`src/rtl/core/fras_pkg.sv`:
```
// Shared types, constants and helper functions for the fraction add/subtract core.
`default_nettype none

package fras_pkg;

   localparam int VALUE_BITS    = 16;
   localparam int WORK_BITS     = 2 * VALUE_BITS;
   localparam int NUM_BITS      = 33;
   localparam int DEN_BITS      = 31;
   localparam int CNT_BITS      = $clog2(WORK_BITS);
   localparam int REQ_DATA_BITS = 4 * VALUE_BITS;
   localparam int RSP_DATA_BITS = 2 * (NUM_BITS + DEN_BITS);

   // Field offsets inside the result tdata
   localparam int SUM_NUM_LSB  = 0;
   localparam int SUM_DEN_LSB  = SUM_NUM_LSB + NUM_BITS;
   localparam int DIFF_NUM_LSB = SUM_DEN_LSB + DEN_BITS;
   localparam int DIFF_DEN_LSB = DIFF_NUM_LSB + NUM_BITS;

   typedef logic [VALUE_BITS-1:0] value_type;
   typedef logic [WORK_BITS-1:0]  work_type;
   typedef logic [NUM_BITS-1:0]   num_type;
   typedef logic [DEN_BITS-1:0]   den_type;

   typedef enum logic {
      UNIT_OP_GCD,
      UNIT_OP_DIV
   } fras_op_type;

   typedef struct packed {
      logic        start;
      fras_op_type op;
   } fras_unit_req_type;

   typedef struct packed {
      logic     done;
      work_type result;
   } fras_unit_status_type;

   typedef enum logic [1:0] {
      UNIT_IDLE,
      UNIT_GCD,
      UNIT_DIV
   } fras_unit_state_type;

   typedef enum logic [3:0] {
      ST_IDLE,
      ST_GCD_DEN,
      ST_DIV_D1,
      ST_DIV_D2,
      ST_MUL_LCM,
      ST_MUL_T1,
      ST_MUL_T2,
      ST_COMB_SUM,
      ST_COMB_DIFF,
      ST_GCD_SUM,
      ST_DIV_SUM_NUM,
      ST_DIV_SUM_DEN,
      ST_GCD_DIFF,
      ST_DIV_DIFF_NUM,
      ST_DIV_DIFF_DEN,
      ST_FINISH
   } fras_state_type;

   // Sign-magnitude values: input width and working width
   typedef struct packed {
      logic      neg;
      value_type mag;
   } in_smag_type;

   typedef struct packed {
      logic     neg;
      work_type mag;
   } smag_type;

   function automatic in_smag_type decode(input value_type raw);
      in_smag_type r;
      r.neg = raw[VALUE_BITS-1];
      r.mag = r.neg ? (~raw + 1'b1) : raw;
      return r;
   endfunction

   // Signed add of two sign-magnitude values; zero is always positive
   function automatic smag_type combine(input smag_type p, input smag_type q);
      smag_type r;
      if (p.neg == q.neg) begin
         r.neg = p.neg;
         r.mag = p.mag + q.mag;
      end else if (p.mag >= q.mag) begin
         r.neg = p.neg;
         r.mag = p.mag - q.mag;
      end else begin
         r.neg = q.neg;
         r.mag = q.mag - p.mag;
      end
      if (r.mag == '0) begin
         r.neg = 1'b0;
      end
      return r;
   endfunction

endpackage

`default_nettype wire

```
`src/rtl/core/fraction_add_sub_reduce_core.sv`:
```
// Top level of the fraction add/subtract core with reduction to lowest terms.
//
// Takes two signed fractions a/b and c/d (16-bit two's complement each) and
// returns a/b + c/d and a/b - c/d, each reduced to lowest terms, with a
// positive denominator and the sign carried in a 33-bit numerator. A zero
// result comes out as 0/1. A zero input denominator sets rsp_tuser
// (zero_den_error) and gives all-zero result fields. One item is in work at a
// time: req_tready is high only while the sequencer is idle, and a finished
// result waits in the output register so the next item can be taken. The gcd
// runs and divisions use the one shared gcd/divide unit, which does one binary-gcd
// step or one quotient bit per cycle: three gcd runs and six 32-bit divisions.
// The three 16x16 multiplies and the two sign-magnitude combines are done in the
// sequencer. A zero-denominator item skips all arithmetic and goes straight to
// the output.
`default_nettype none

module fraction_add_sub_reduce_core
   import fras_pkg::*;
(
   input  wire logic                     clock,
   input  wire logic                     reset,
   // request: first_num, first_den, second_num, second_den (16 bits each, from bit 0)
   input  wire logic                     req_tvalid,
   output logic                          req_tready,
   input  wire logic [REQ_DATA_BITS-1:0] req_tdata,
   // result: sum_num (33), sum_den (31), diff_num (33), diff_den (31), from bit 0
   output logic                          rsp_tvalid,
   input  wire logic                     rsp_tready,
   output logic [RSP_DATA_BITS-1:0]      rsp_tdata,
   // result flag: zero_den_error (1)
   output logic                          rsp_tuser
);

   fras_state_type       state_ff, state_in;
   logic                 issued_ff, issued_in;
   logic                 err_ff, err_in;

   // Decoded operands
   in_smag_type          n1_ff, n1_in, d1_ff, d1_in;
   in_smag_type          n2_ff, n2_in, d2_ff, d2_in;
   in_smag_type          n1_dec, d1_dec, n2_dec, d2_dec;

   // Intermediates
   work_type             g_ff, g_in;
   value_type            q1_ff, q1_in, q2_ff, q2_in;
   work_type             lcm_ff, lcm_in;
   smag_type             t1_ff, t1_in, t2_ff, t2_in;
   smag_type             s_ff, s_in, dd_ff, dd_in;
   work_type             sum_q_ff, sum_q_in, sum_den_ff, sum_den_in;
   work_type             diff_q_ff, diff_q_in, diff_den_ff, diff_den_in;

   // Output register
   logic                 rsp_tvalid_ff, rsp_tvalid_in;
   logic [RSP_DATA_BITS-1:0] rsp_tdata_ff, rsp_tdata_in;
   logic                 rsp_tuser_ff, rsp_tuser_in;

   // Shared unit and multiplier
   fras_unit_req_type    unit_req;
   fras_unit_status_type unit_status;
   work_type             unit_opa, unit_opb;
   value_type            mul_a, mul_b;
   work_type             mul_prod;
   smag_type             cmb_q, cmb_r;

   num_type              sum_num_out, diff_num_out;
   logic                 req_accept;
   logic                 out_free;

   assign n1_dec = decode(req_tdata[0*VALUE_BITS +: VALUE_BITS]);
   assign d1_dec = decode(req_tdata[1*VALUE_BITS +: VALUE_BITS]);
   assign n2_dec = decode(req_tdata[2*VALUE_BITS +: VALUE_BITS]);
   assign d2_dec = decode(req_tdata[3*VALUE_BITS +: VALUE_BITS]);

   assign req_tready = (state_ff == ST_IDLE);
   assign req_accept = req_tvalid & req_tready;
   assign out_free   = ~rsp_tvalid_ff | rsp_tready;

   assign mul_prod = mul_a * mul_b;
   assign cmb_r    = combine(t1_ff, cmb_q);

   // Apply the sign to the reduced magnitudes
   assign sum_num_out  = s_ff.neg  ? (~{1'b0, sum_q_ff} + 1'b1)  : {1'b0, sum_q_ff};
   assign diff_num_out = dd_ff.neg ? (~{1'b0, diff_q_ff} + 1'b1) : {1'b0, diff_q_ff};

   fras_unit u_unit (
      .clock  (clock),
      .reset  (reset),
      .req    (unit_req),
      .opa    (unit_opa),
      .opb    (unit_opb),
      .status (unit_status)
   );

   always_comb begin
      state_in       = state_ff;
      issued_in      = issued_ff;
      err_in         = err_ff;
      n1_in          = n1_ff;
      d1_in          = d1_ff;
      n2_in          = n2_ff;
      d2_in          = d2_ff;
      g_in           = g_ff;
      q1_in          = q1_ff;
      q2_in          = q2_ff;
      lcm_in         = lcm_ff;
      t1_in          = t1_ff;
      t2_in          = t2_ff;
      s_in           = s_ff;
      dd_in          = dd_ff;
      sum_q_in       = sum_q_ff;
      sum_den_in     = sum_den_ff;
      diff_q_in      = diff_q_ff;
      diff_den_in    = diff_den_ff;
      rsp_tvalid_in  = rsp_tvalid_ff & ~rsp_tready;
      rsp_tdata_in   = rsp_tdata_ff;
      rsp_tuser_in   = rsp_tuser_ff;
      unit_req.start = 1'b0;
      unit_req.op    = UNIT_OP_GCD;
      unit_opa       = '0;
      unit_opb       = '0;
      mul_a          = '0;
      mul_b          = '0;
      cmb_q          = t2_ff;

      unique case (state_ff)
         ST_IDLE: begin
            issued_in = 1'b0;
            if (req_accept) begin
               n1_in  = n1_dec;
               d1_in  = d1_dec;
               n2_in  = n2_dec;
               d2_in  = d2_dec;
               err_in = (d1_dec.mag == '0) || (d2_dec.mag == '0);
               // a zero denominator skips all arithmetic
               state_in = err_in ? ST_FINISH : ST_GCD_DEN;
            end
         end
         ST_GCD_DEN: begin
            unit_req.op    = UNIT_OP_GCD;
            unit_opa       = WORK_BITS'(d1_ff.mag);
            unit_opb       = WORK_BITS'(d2_ff.mag);
            unit_req.start = ~issued_ff;
            issued_in      = 1'b1;
            if (unit_status.done) begin
               g_in      = unit_status.result;
               issued_in = 1'b0;
               state_in  = ST_DIV_D1;
            end
         end
         ST_DIV_D1: begin
            unit_req.op    = UNIT_OP_DIV;
            unit_opa       = WORK_BITS'(d1_ff.mag);
            unit_opb       = g_ff;
            unit_req.start = ~issued_ff;
            issued_in      = 1'b1;
            if (unit_status.done) begin
               q1_in     = unit_status.result[VALUE_BITS-1:0];
               issued_in = 1'b0;
               state_in  = ST_DIV_D2;
            end
         end
         ST_DIV_D2: begin
            unit_req.op    = UNIT_OP_DIV;
            unit_opa       = WORK_BITS'(d2_ff.mag);
            unit_opb       = g_ff;
            unit_req.start = ~issued_ff;
            issued_in      = 1'b1;
            if (unit_status.done) begin
               q2_in     = unit_status.result[VALUE_BITS-1:0];
               issued_in = 1'b0;
               state_in  = ST_MUL_LCM;
            end
         end
         ST_MUL_LCM: begin
            // lcm = (|b| / g) * |d|
            mul_a    = q1_ff;
            mul_b    = d2_ff.mag;
            lcm_in   = mul_prod;
            state_in = ST_MUL_T1;
         end
         ST_MUL_T1: begin
            // scale a by lcm / |b| = |d| / g
            mul_a     = n1_ff.mag;
            mul_b     = q2_ff;
            t1_in.mag = mul_prod;
            t1_in.neg = n1_ff.neg ^ d1_ff.neg;
            state_in  = ST_MUL_T2;
         end
         ST_MUL_T2: begin
            mul_a     = n2_ff.mag;
            mul_b     = q1_ff;
            t2_in.mag = mul_prod;
            t2_in.neg = n2_ff.neg ^ d2_ff.neg;
            state_in  = ST_COMB_SUM;
         end
         ST_COMB_SUM: begin
            cmb_q    = t2_ff;
            s_in     = cmb_r;
            state_in = ST_COMB_DIFF;
         end
         ST_COMB_DIFF: begin
            // flip the sign of the second term for the difference
            cmb_q.neg = ~t2_ff.neg;
            cmb_q.mag = t2_ff.mag;
            dd_in     = cmb_r;
            state_in  = ST_GCD_SUM;
         end
         ST_GCD_SUM: begin
            unit_req.op    = UNIT_OP_GCD;
            unit_opa       = lcm_ff;
            unit_opb       = s_ff.mag;
            unit_req.start = ~issued_ff;
            issued_in      = 1'b1;
            if (unit_status.done) begin
               g_in      = unit_status.result;
               issued_in = 1'b0;
               state_in  = ST_DIV_SUM_NUM;
            end
         end
         ST_DIV_SUM_NUM: begin
            unit_req.op    = UNIT_OP_DIV;
            unit_opa       = s_ff.mag;
            unit_opb       = g_ff;
            unit_req.start = ~issued_ff;
            issued_in      = 1'b1;
            if (unit_status.done) begin
               sum_q_in  = unit_status.result;
               issued_in = 1'b0;
               state_in  = ST_DIV_SUM_DEN;
            end
         end
         ST_DIV_SUM_DEN: begin
            unit_req.op    = UNIT_OP_DIV;
            unit_opa       = lcm_ff;
            unit_opb       = g_ff;
            unit_req.start = ~issued_ff;
            issued_in      = 1'b1;
            if (unit_status.done) begin
               sum_den_in = unit_status.result;
               issued_in  = 1'b0;
               state_in   = ST_GCD_DIFF;
            end
         end
         ST_GCD_DIFF: begin
            unit_req.op    = UNIT_OP_GCD;
            unit_opa       = lcm_ff;
            unit_opb       = dd_ff.mag;
            unit_req.start = ~issued_ff;
            issued_in      = 1'b1;
            if (unit_status.done) begin
               g_in      = unit_status.result;
               issued_in = 1'b0;
               state_in  = ST_DIV_DIFF_NUM;
            end
         end
         ST_DIV_DIFF_NUM: begin
            unit_req.op    = UNIT_OP_DIV;
            unit_opa       = dd_ff.mag;
            unit_opb       = g_ff;
            unit_req.start = ~issued_ff;
            issued_in      = 1'b1;
            if (unit_status.done) begin
               diff_q_in = unit_status.result;
               issued_in = 1'b0;
               state_in  = ST_DIV_DIFF_DEN;
            end
         end
         ST_DIV_DIFF_DEN: begin
            unit_req.op    = UNIT_OP_DIV;
            unit_opa       = lcm_ff;
            unit_opb       = g_ff;
            unit_req.start = ~issued_ff;
            issued_in      = 1'b1;
            if (unit_status.done) begin
               diff_den_in = unit_status.result;
               issued_in   = 1'b0;
               state_in    = ST_FINISH;
            end
         end
         ST_FINISH: begin
            // hold until the output register is free, then load it
            if (out_free) begin
               rsp_tvalid_in = 1'b1;
               rsp_tuser_in  = err_ff;
               if (err_ff) begin
                  rsp_tdata_in = '0;
               end else begin
                  rsp_tdata_in = {diff_den_ff[DEN_BITS-1:0], diff_num_out,
                                  sum_den_ff[DEN_BITS-1:0], sum_num_out};
               end
               state_in = ST_IDLE;
            end
         end
      endcase
   end

   always_ff @(posedge clock) begin
      if (reset) begin
         state_ff      <= ST_IDLE;
         issued_ff     <= 1'b0;
         rsp_tvalid_ff <= 1'b0;
      end else begin
         state_ff      <= state_in;
         issued_ff     <= issued_in;
         rsp_tvalid_ff <= rsp_tvalid_in;
      end
      err_ff       <= err_in;
      n1_ff        <= n1_in;
      d1_ff        <= d1_in;
      n2_ff        <= n2_in;
      d2_ff        <= d2_in;
      g_ff         <= g_in;
      q1_ff        <= q1_in;
      q2_ff        <= q2_in;
      lcm_ff       <= lcm_in;
      t1_ff        <= t1_in;
      t2_ff        <= t2_in;
      s_ff         <= s_in;
      dd_ff        <= dd_in;
      sum_q_ff     <= sum_q_in;
      sum_den_ff   <= sum_den_in;
      diff_q_ff    <= diff_q_in;
      diff_den_ff  <= diff_den_in;
      rsp_tdata_ff <= rsp_tdata_in;
      rsp_tuser_ff <= rsp_tuser_in;
   end

   assign rsp_tvalid = rsp_tvalid_ff;
   assign rsp_tdata  = rsp_tdata_ff;
   assign rsp_tuser  = rsp_tuser_ff;

endmodule

`default_nettype wire

```
`src/rtl/core/fras_unit.sv`:
```
// Shared multi-cycle unit: binary gcd or restoring divide, one step per cycle.
`default_nettype none

module fras_unit
   import fras_pkg::*;
(
   input  wire logic                 clock,
   input  wire logic                 reset,
   input  wire fras_unit_req_type    req,
   input  wire work_type             opa,
   input  wire work_type             opb,
   output fras_unit_status_type      status
);

   localparam logic [CNT_BITS-1:0] CNT_LAST = CNT_BITS'(WORK_BITS - 1);

   fras_unit_state_type state_ff, state_in;
   work_type            u_ff, u_in;
   work_type            v_ff, v_in;
   work_type            r_ff, r_in;
   work_type            result_ff, result_in;
   logic [CNT_BITS-1:0] k_ff, k_in;
   logic [CNT_BITS-1:0] cnt_ff, cnt_in;
   logic                done_ff, done_in;

   logic [WORK_BITS:0]   rem_shift;
   logic [WORK_BITS+1:0] rem_diff;
   logic                 rem_ge;
   logic [WORK_BITS:0]   uv_diff;
   work_type             vu_diff;
   logic                 u_ge_v;
   work_type             quo_next;

   // Divide step: shift in the next dividend bit, subtract when it fits
   assign rem_shift = {r_ff, u_ff[WORK_BITS-1]};
   assign rem_diff  = {1'b0, rem_shift} - {2'b00, v_ff};
   assign rem_ge    = ~rem_diff[WORK_BITS+1];
   assign quo_next  = {u_ff[WORK_BITS-2:0], rem_ge};

   // Gcd step: odd-odd reduction
   assign uv_diff = {1'b0, u_ff} - {1'b0, v_ff};
   assign u_ge_v  = ~uv_diff[WORK_BITS];
   assign vu_diff = v_ff - u_ff;

   always_comb begin
      state_in  = state_ff;
      u_in      = u_ff;
      v_in      = v_ff;
      r_in      = r_ff;
      result_in = result_ff;
      k_in      = k_ff;
      cnt_in    = cnt_ff;
      done_in   = 1'b0;
      unique case (state_ff)
         UNIT_IDLE: begin
            if (req.start) begin
               u_in     = opa;
               v_in     = opb;
               r_in     = '0;
               k_in     = '0;
               cnt_in   = '0;
               state_in = (req.op == UNIT_OP_GCD) ? UNIT_GCD : UNIT_DIV;
            end
         end
         UNIT_GCD: begin
            priority if (u_ff == '0 || v_ff == '0) begin
               result_in = (u_ff | v_ff) << k_ff;
               done_in   = 1'b1;
               state_in  = UNIT_IDLE;
            end else if (!u_ff[0] && !v_ff[0]) begin
               u_in = u_ff >> 1;
               v_in = v_ff >> 1;
               k_in = k_ff + 1'b1;
            end else if (!u_ff[0]) begin
               u_in = u_ff >> 1;
            end else if (!v_ff[0]) begin
               v_in = v_ff >> 1;
            end else if (u_ge_v) begin
               u_in = uv_diff[WORK_BITS-1:0] >> 1;
            end else begin
               v_in = vu_diff >> 1;
            end
         end
         UNIT_DIV: begin
            r_in   = rem_ge ? rem_diff[WORK_BITS-1:0] : rem_shift[WORK_BITS-1:0];
            u_in   = quo_next;
            cnt_in = cnt_ff + 1'b1;
            if (cnt_ff == CNT_LAST) begin
               result_in = quo_next;
               done_in   = 1'b1;
               state_in  = UNIT_IDLE;
            end
         end
         default: begin
            state_in = UNIT_IDLE;
         end
      endcase
   end

   always_ff @(posedge clock) begin
      if (reset) begin
         state_ff <= UNIT_IDLE;
         done_ff  <= 1'b0;
      end else begin
         state_ff <= state_in;
         done_ff  <= done_in;
      end
      u_ff      <= u_in;
      v_ff      <= v_in;
      r_ff      <= r_in;
      result_ff <= result_in;
      k_ff      <= k_in;
      cnt_ff    <= cnt_in;
   end

   assign status.done   = done_ff;
   assign status.result = result_ff;

endmodule

`default_nettype wire

```
`config.mk`:
```
export PLATFORM = sky130hd
export DESIGN_NAME = fraction_add_sub_reduce_core
export DESIGN_NICKNAME = d
export VERILOG_FILES = /design/src/rtl/core/fras_pkg.sv /design/src/rtl/core/fraction_add_sub_reduce_core.sv /design/src/rtl/core/fras_unit.sv
export SDC_FILE = /design/constraint.sdc
export NUM_CORES = 2
export LEC_CHECK = 0
export BUFFER_PORTS_ARGS = -buffer_cell sky130_fd_sc_hd__buf_2
export CORE_ASPECT_RATIO = 1.4
export CORE_MARGIN = 2
export CORE_UTILIZATION = 50
export DETAILED_ROUTE_END_ITERATION = 6
export GPL_TIMING_DRIVEN = 0
export PLACE_DENSITY = 0.67
export SLEW_MARGIN = 20
export SYNTH_ARGS = -nofsm -noshare
export SYNTH_HDL_FRONTEND = slang
export SYNTH_HIERARCHICAL = 1
export SYNTH_SLANG_ARGS = --single-unit
```
`constraint.sdc`:
```
create_clock -name clock -period 10.1 [get_ports clock]
set_input_delay 1.01 -clock clock [delete_from_list [all_inputs] [get_ports clock]]
set_output_delay 1.01 -clock clock [all_outputs]
set_load 0.05 [all_outputs]
```
==> PnR_summary.wiki <==
{| class="wikitable"
! Metric !! Value
|-
| Result of the run || complete, but fails checks
|-
| Violated checks || design-rule violations
|-
| Required time at the worst-slack endpoint || 10530 ps
|-
| Initial core utilization || 0.5023
|-
| Aggregate routed wire length || 183800 um
|-
| Clock tree from TritonCTS || built
|-
| Clock network latency to the later pin of the worst-skew pair || 720 ps
|-
| Critical path capture point type || flip-flop
|-
| H-tree depth || 3
|-
| Switching fraction of total power || 0.4649
|-
| Async set-reset flop share out of synthesis || 0
|-
| Setup tns final || 0 ps
|-
| Cell count after placement || 6549
|-
| Number of global-route vias before repair || 40.68k
|-
| Area share of the largest cell type after synthesis || 0.4098
|-
| Number of instances in the synthesized netlist || 4996
|-
| Total DRC errors in the routed layout || 4
|-
| Core outline area || 100700 um^2
|-
| Largest net degree at the start of global routing || 52
|-
| Setup clock skew after layout || 67.21 ps
|-
| Critical Path Sink || t1_ff[31]
|-
| Total global-route track usage || 0.3518
|-
| Detailed placement HPWL || 146200 um
|-
| Min Clock Period, post-route || 9757 ps
|-
| Most frequent cells after synthesis || sky130_fd_sc_hd__edfxtp_1 (690), sky130_fd_sc_hd__inv_1 (513), sky130_fd_sc_hd__nor2_1 (501), sky130_fd_sc_hd__nand2_1 (469), sky130_fd_sc_hd__ha_1 (334)
|-
| Die ar. || 103700 um^2
|-
| Unique masters post-synth || 126
|-
| Bufs on Longest Clock Path || 3
|-
| Combinational family with the most area after synthesis || adder cells
|-
| Power spent charging and discharging nets || 6.779 mW
|-
| Launching element of the worst setup path || state_ff[0]
|-
| Post-synthesis share of cell area spent on full adders, half adders and majority gates || 0.1618
|-
| Total I/O pin count || 199
|-
| Synth Area per Inst || 10.12 um^2
|-
| Drt first-iter violations || 4360
|-
| Count of vias placed by the detailed router || 41.13k
|-
| Fraction of final layout cells with drive strength greater than 1 || 0.1064
|-
| Max frequency || 102.5 MHz
|-
| Final routed wire length divided by cell count || 27.50 um
|-
| Number of cell rows || 138
|-
| Post-Synth Simple-Gate Area || 0.1460
|-
| Area growth from synthesis to final layout || 11.43%
|-
| Routability congestion estimate from global placement || 1.041
|-
| Net count of the finished layout || 5897
|-
| Hold crit path type || reg -> reg
|-
| Setup repair after global routing missed its margin || no
|-
| Part of the Yosys area used for sequential elements || 0.4134
|-
| Worst slew margin relative to its limit || 0.2016
|-
| Worst r2r dst || t1_ff[31]
|-
| Wire length of the first global-routing pass || 266900 um
|-
| Actual slew at the worst max-slew pin || 1198 ps
|-
| Share of cell area taken by muxes after synthesis || 0.01955
|-
| Number of buffers added by the clock tree synthesis step || 74
|-
| Critical path start-end classification || reg -> reg
|-
| Clock tree sinks || 699
|-
| Global-route congestion overflow total || 0
|-
| Post-synth net total || 5598
|-
| Portion of the clock cycle consumed by the worst path in the final layout || 0.9661
|-
| Worst hold stages || 2
|-
| Die extent in y || 380.3 um
|-
| End-of-flow core utilization || 0.5597
|-
| Part of the total power dissipated in combinational logic || 0.504
|-
| Fraction of power consumed by the clock network || 0.191
|-
| Number of failing setup endpoints in the final timing report || 0
|-
| Source of the worst register-to-register timing path || state_ff[0]
|-
| Leakage dissipation || 22.94 nW
|-
| Flop2flop setup slack || 340 ps
|-
| Combined area of all synthesized cells || 50560 um^2
|-
| Die width || 272.8 um
|-
| Ratio of routed vias to standard cells || 6.155
|-
| Maximum VDD drop || 211.0 uV
|-
| Most area-hungry cell type in the Yosys netlist || sky130_fd_sc_hd__edfxtp_1
|-
| Startpoint kind of the worst setup timing path || flip-flop
|-
| Count of maximum capacitance violations || 0
|-
| Signal arrival time at the worst endpoint || 10180 ps
|-
| Xor and xnor fraction of the mapped netlist area || 0.04323
|-
| Yosys synthesis warning count || 6
|-
| Clock input transition at the sequential cells of the worst setup and hold paths || 70 ps
|-
| Initial antenna violation count || 5
|-
| Hold buffer count at cts || 0
|-
| Hold Violations, Final || 0
|-
| Power per cell area || 258.8 nW/um^2
|-
| Number of register bits inferred by synthesis || 699
|-
| Number of buffers inserted to repair setup after CTS || 0
|-
| Number of search-and-repair iterations in the first detailed-routing pass || 7
|-
| Power share of the sequential group || 0.305
|-
| Clock root cell || sky130_fd_sc_hd__clkbuf_16
|-
| Complex-gate fraction of the synthesized area || 0.1553
|-
| Primary FF master, synth || sky130_fd_sc_hd__edfxtp_1
|-
| Number of nets still failing antenna checks after routing || 0
|-
| Leading post-synthesis cells by cell area || sky130_fd_sc_hd__edfxtp_1 (41%), sky130_fd_sc_hd__ha_1 (8.3%), sky130_fd_sc_hd__fa_1 (7.9%), sky130_fd_sc_hd__inv_1 (3.8%), sky130_fd_sc_hd__nor2_1 (3.7%)
|-
| Number of cell instances on the worst register-to-register path || 27
|-
| Number of pins with negative max-slew slack in the final report || 0
|-
| Fin cells || 6682
|-
| Cell with the most instances after synthesis || sky130_fd_sc_hd__edfxtp_1
|-
| Internal power contribution || 7.803 mW
|-
| Count of flip-flops with a built-in enable after synthesis || 690
|-
| Critical Path Fanout Max || 10
|-
| # port buffers || 197
|-
| Startpoint of the tightest hold check path || u_unit/state_ff[0]
|}
## state kept, by name (all words and copies together), names as in the netlist, 33 cells and up
| register | flops |
|---|---|
| t1_ff | 33 |
| s_ff | 33 |
| rsp_tdata | 128 |
| t2_ff | 33 |
| dd_ff | 33 |
## cells by family (layout without fill, tap and decap cells)
logic type | after synthesis | after routing
buffers and inverters | 761 | 1115
XOR/XNOR | 247 | 247
AO/OA/AOI/OAI | 1119 | 1119
multiplexers | 76 | 76
flip-flops | 699 | 699
adder cells (fa/ha/maj) | 534 | 534
AND/OR/NAND/NOR | 1560 | 1560
other | 0 | 2
## cell usage in the layout, fill, tap and decap left out, types with 70 or more instances in the layout
master                      synthesis  layout
sky130_fd_sc_hd__o21ai_0          172     171
sky130_fd_sc_hd__clkbuf_1         161     168
sky130_fd_sc_hd__fa_1             200     200
sky130_fd_sc_hd__xnor2_1          149     148
sky130_fd_sc_hd__ha_1             334     334
sky130_fd_sc_hd__a21oi_1          289     287
sky130_fd_sc_hd__xor2_1            95      95
sky130_fd_sc_hd__a222oi_1          70      70
sky130_fd_sc_hd__buf_2             37     238
sky130_fd_sc_hd__nor2b_1           97      96
sky130_fd_sc_hd__nand2_1          469     469
sky130_fd_sc_hd__nor2_1           501     496
sky130_fd_sc_hd__clkbuf_16          0      74
sky130_fd_sc_hd__inv_1            513     513
sky130_fd_sc_hd__edfxtp_1         690     690
## cell type report
class	instances	area, um^2
sequential	699	20900
antenna	2	5.005
fill	8940	44320
tap	1330	1664
multi-input combinational	3536	26730
inverter	518	1944
clock inverter	47	564.3
timing repair buffer	223	1500
buffer	243	1141
clock buffer	84	1889
## repair_timing
item	in CTS	in global routing
setup endpoints to repair	6	33
hold endpoints to repair	0	0
resized for setup	2	5
## routing by layer
layer | GRT usage | part of all wire | wire length [um] | up-vias
met1 | 0.3982 | 0.35 | 64890 | 20240
met3 | 0.05793 | 0.068 | 12440 | 583
met2 | 0.5957 | 0.49 | 90340 | 1893
li1 | - | - | - | 18410
met5 | 0 | 0.00021 | 39 | -
met4 | 0.2601 | 0.087 | 16070 | 6
## per-stage QoR
stage | power (mW) | hold slack, ps | cell area [um^2] | worst slack, ps
after global routing | 15.15 | 525.2 | 56340 | 27.50
after floorplan | 8.853 | 440.1 | 50560 | 1561
after detailed placement | 11.56 | 489.3 | 53850 | -114.8
after global placement | 11.50 | 470.8 | 53210 | -2425
final | 14.58 | 499.5 | 56340 | 342.6
after CTS | 14.37 | 496.2 | 56310 | 36.09
## worst max-delay path, cell delays in order (launching register included)
cell	delay [ps]
sky130_fd_sc_hd__dfxtp_1	510
sky130_fd_sc_hd__nand2b_1	340
sky130_fd_sc_hd__nor3_2	200
sky130_fd_sc_hd__clkbuf_1	290
sky130_fd_sc_hd__a222oi_1	880
sky130_fd_sc_hd__buf_2	320
sky130_fd_sc_hd__clkbuf_1	470
sky130_fd_sc_hd__nor2_1	140
sky130_fd_sc_hd__fa_1	530
sky130_fd_sc_hd__fa_1	550
sky130_fd_sc_hd__ha_1	150
sky130_fd_sc_hd__inv_1	70
sky130_fd_sc_hd__fa_1	570
sky130_fd_sc_hd__fa_1	450
sky130_fd_sc_hd__fa_1	550
sky130_fd_sc_hd__inv_1	40
sky130_fd_sc_hd__ha_1	370
sky130_fd_sc_hd__or2_2	300
sky130_fd_sc_hd__a21oi_1	200
sky130_fd_sc_hd__a211oi_1	100
sky130_fd_sc_hd__o31ai_1	390
sky130_fd_sc_hd__a31oi_1	340
sky130_fd_sc_hd__a211oi_1	320
sky130_fd_sc_hd__o21ai_1	140
sky130_fd_sc_hd__a221oi_1	510
sky130_fd_sc_hd__o221ai_1	220
sky130_fd_sc_hd__a21oi_1	210
sky130_fd_sc_hd__xnor2_1	310
## worst min path at each step
| stage | endpoint | slack [ps] |
|---|---|---|
| final | u_unit/state_ff[0] | 500 |
| after global routing | d2_ff[16] | 530 |
| after CTS | u_unit/state_ff[0] | 500 |
| after detailed placement | u_unit/state_ff[0] | 490 |
| after global placement | u_unit/state_ff[0] | 470 |
| after floorplan | diff_q_ff[31] | 440 |
## power by group through the flow
stage | registers [mW] | clock network (mW) | logic [mW]
floorplan | 4.13 | 0 | 4.73
global placement | 4.53 | 0 | 6.97
detailed placement | 4.48 | 0 | 7.08
CTS | 4.42 | 2.82 | 7.14
global route | 4.45 | 2.93 | 7.77
finish | 4.44 | 2.79 | 7.35
Power figures use the tool's default switching activity.
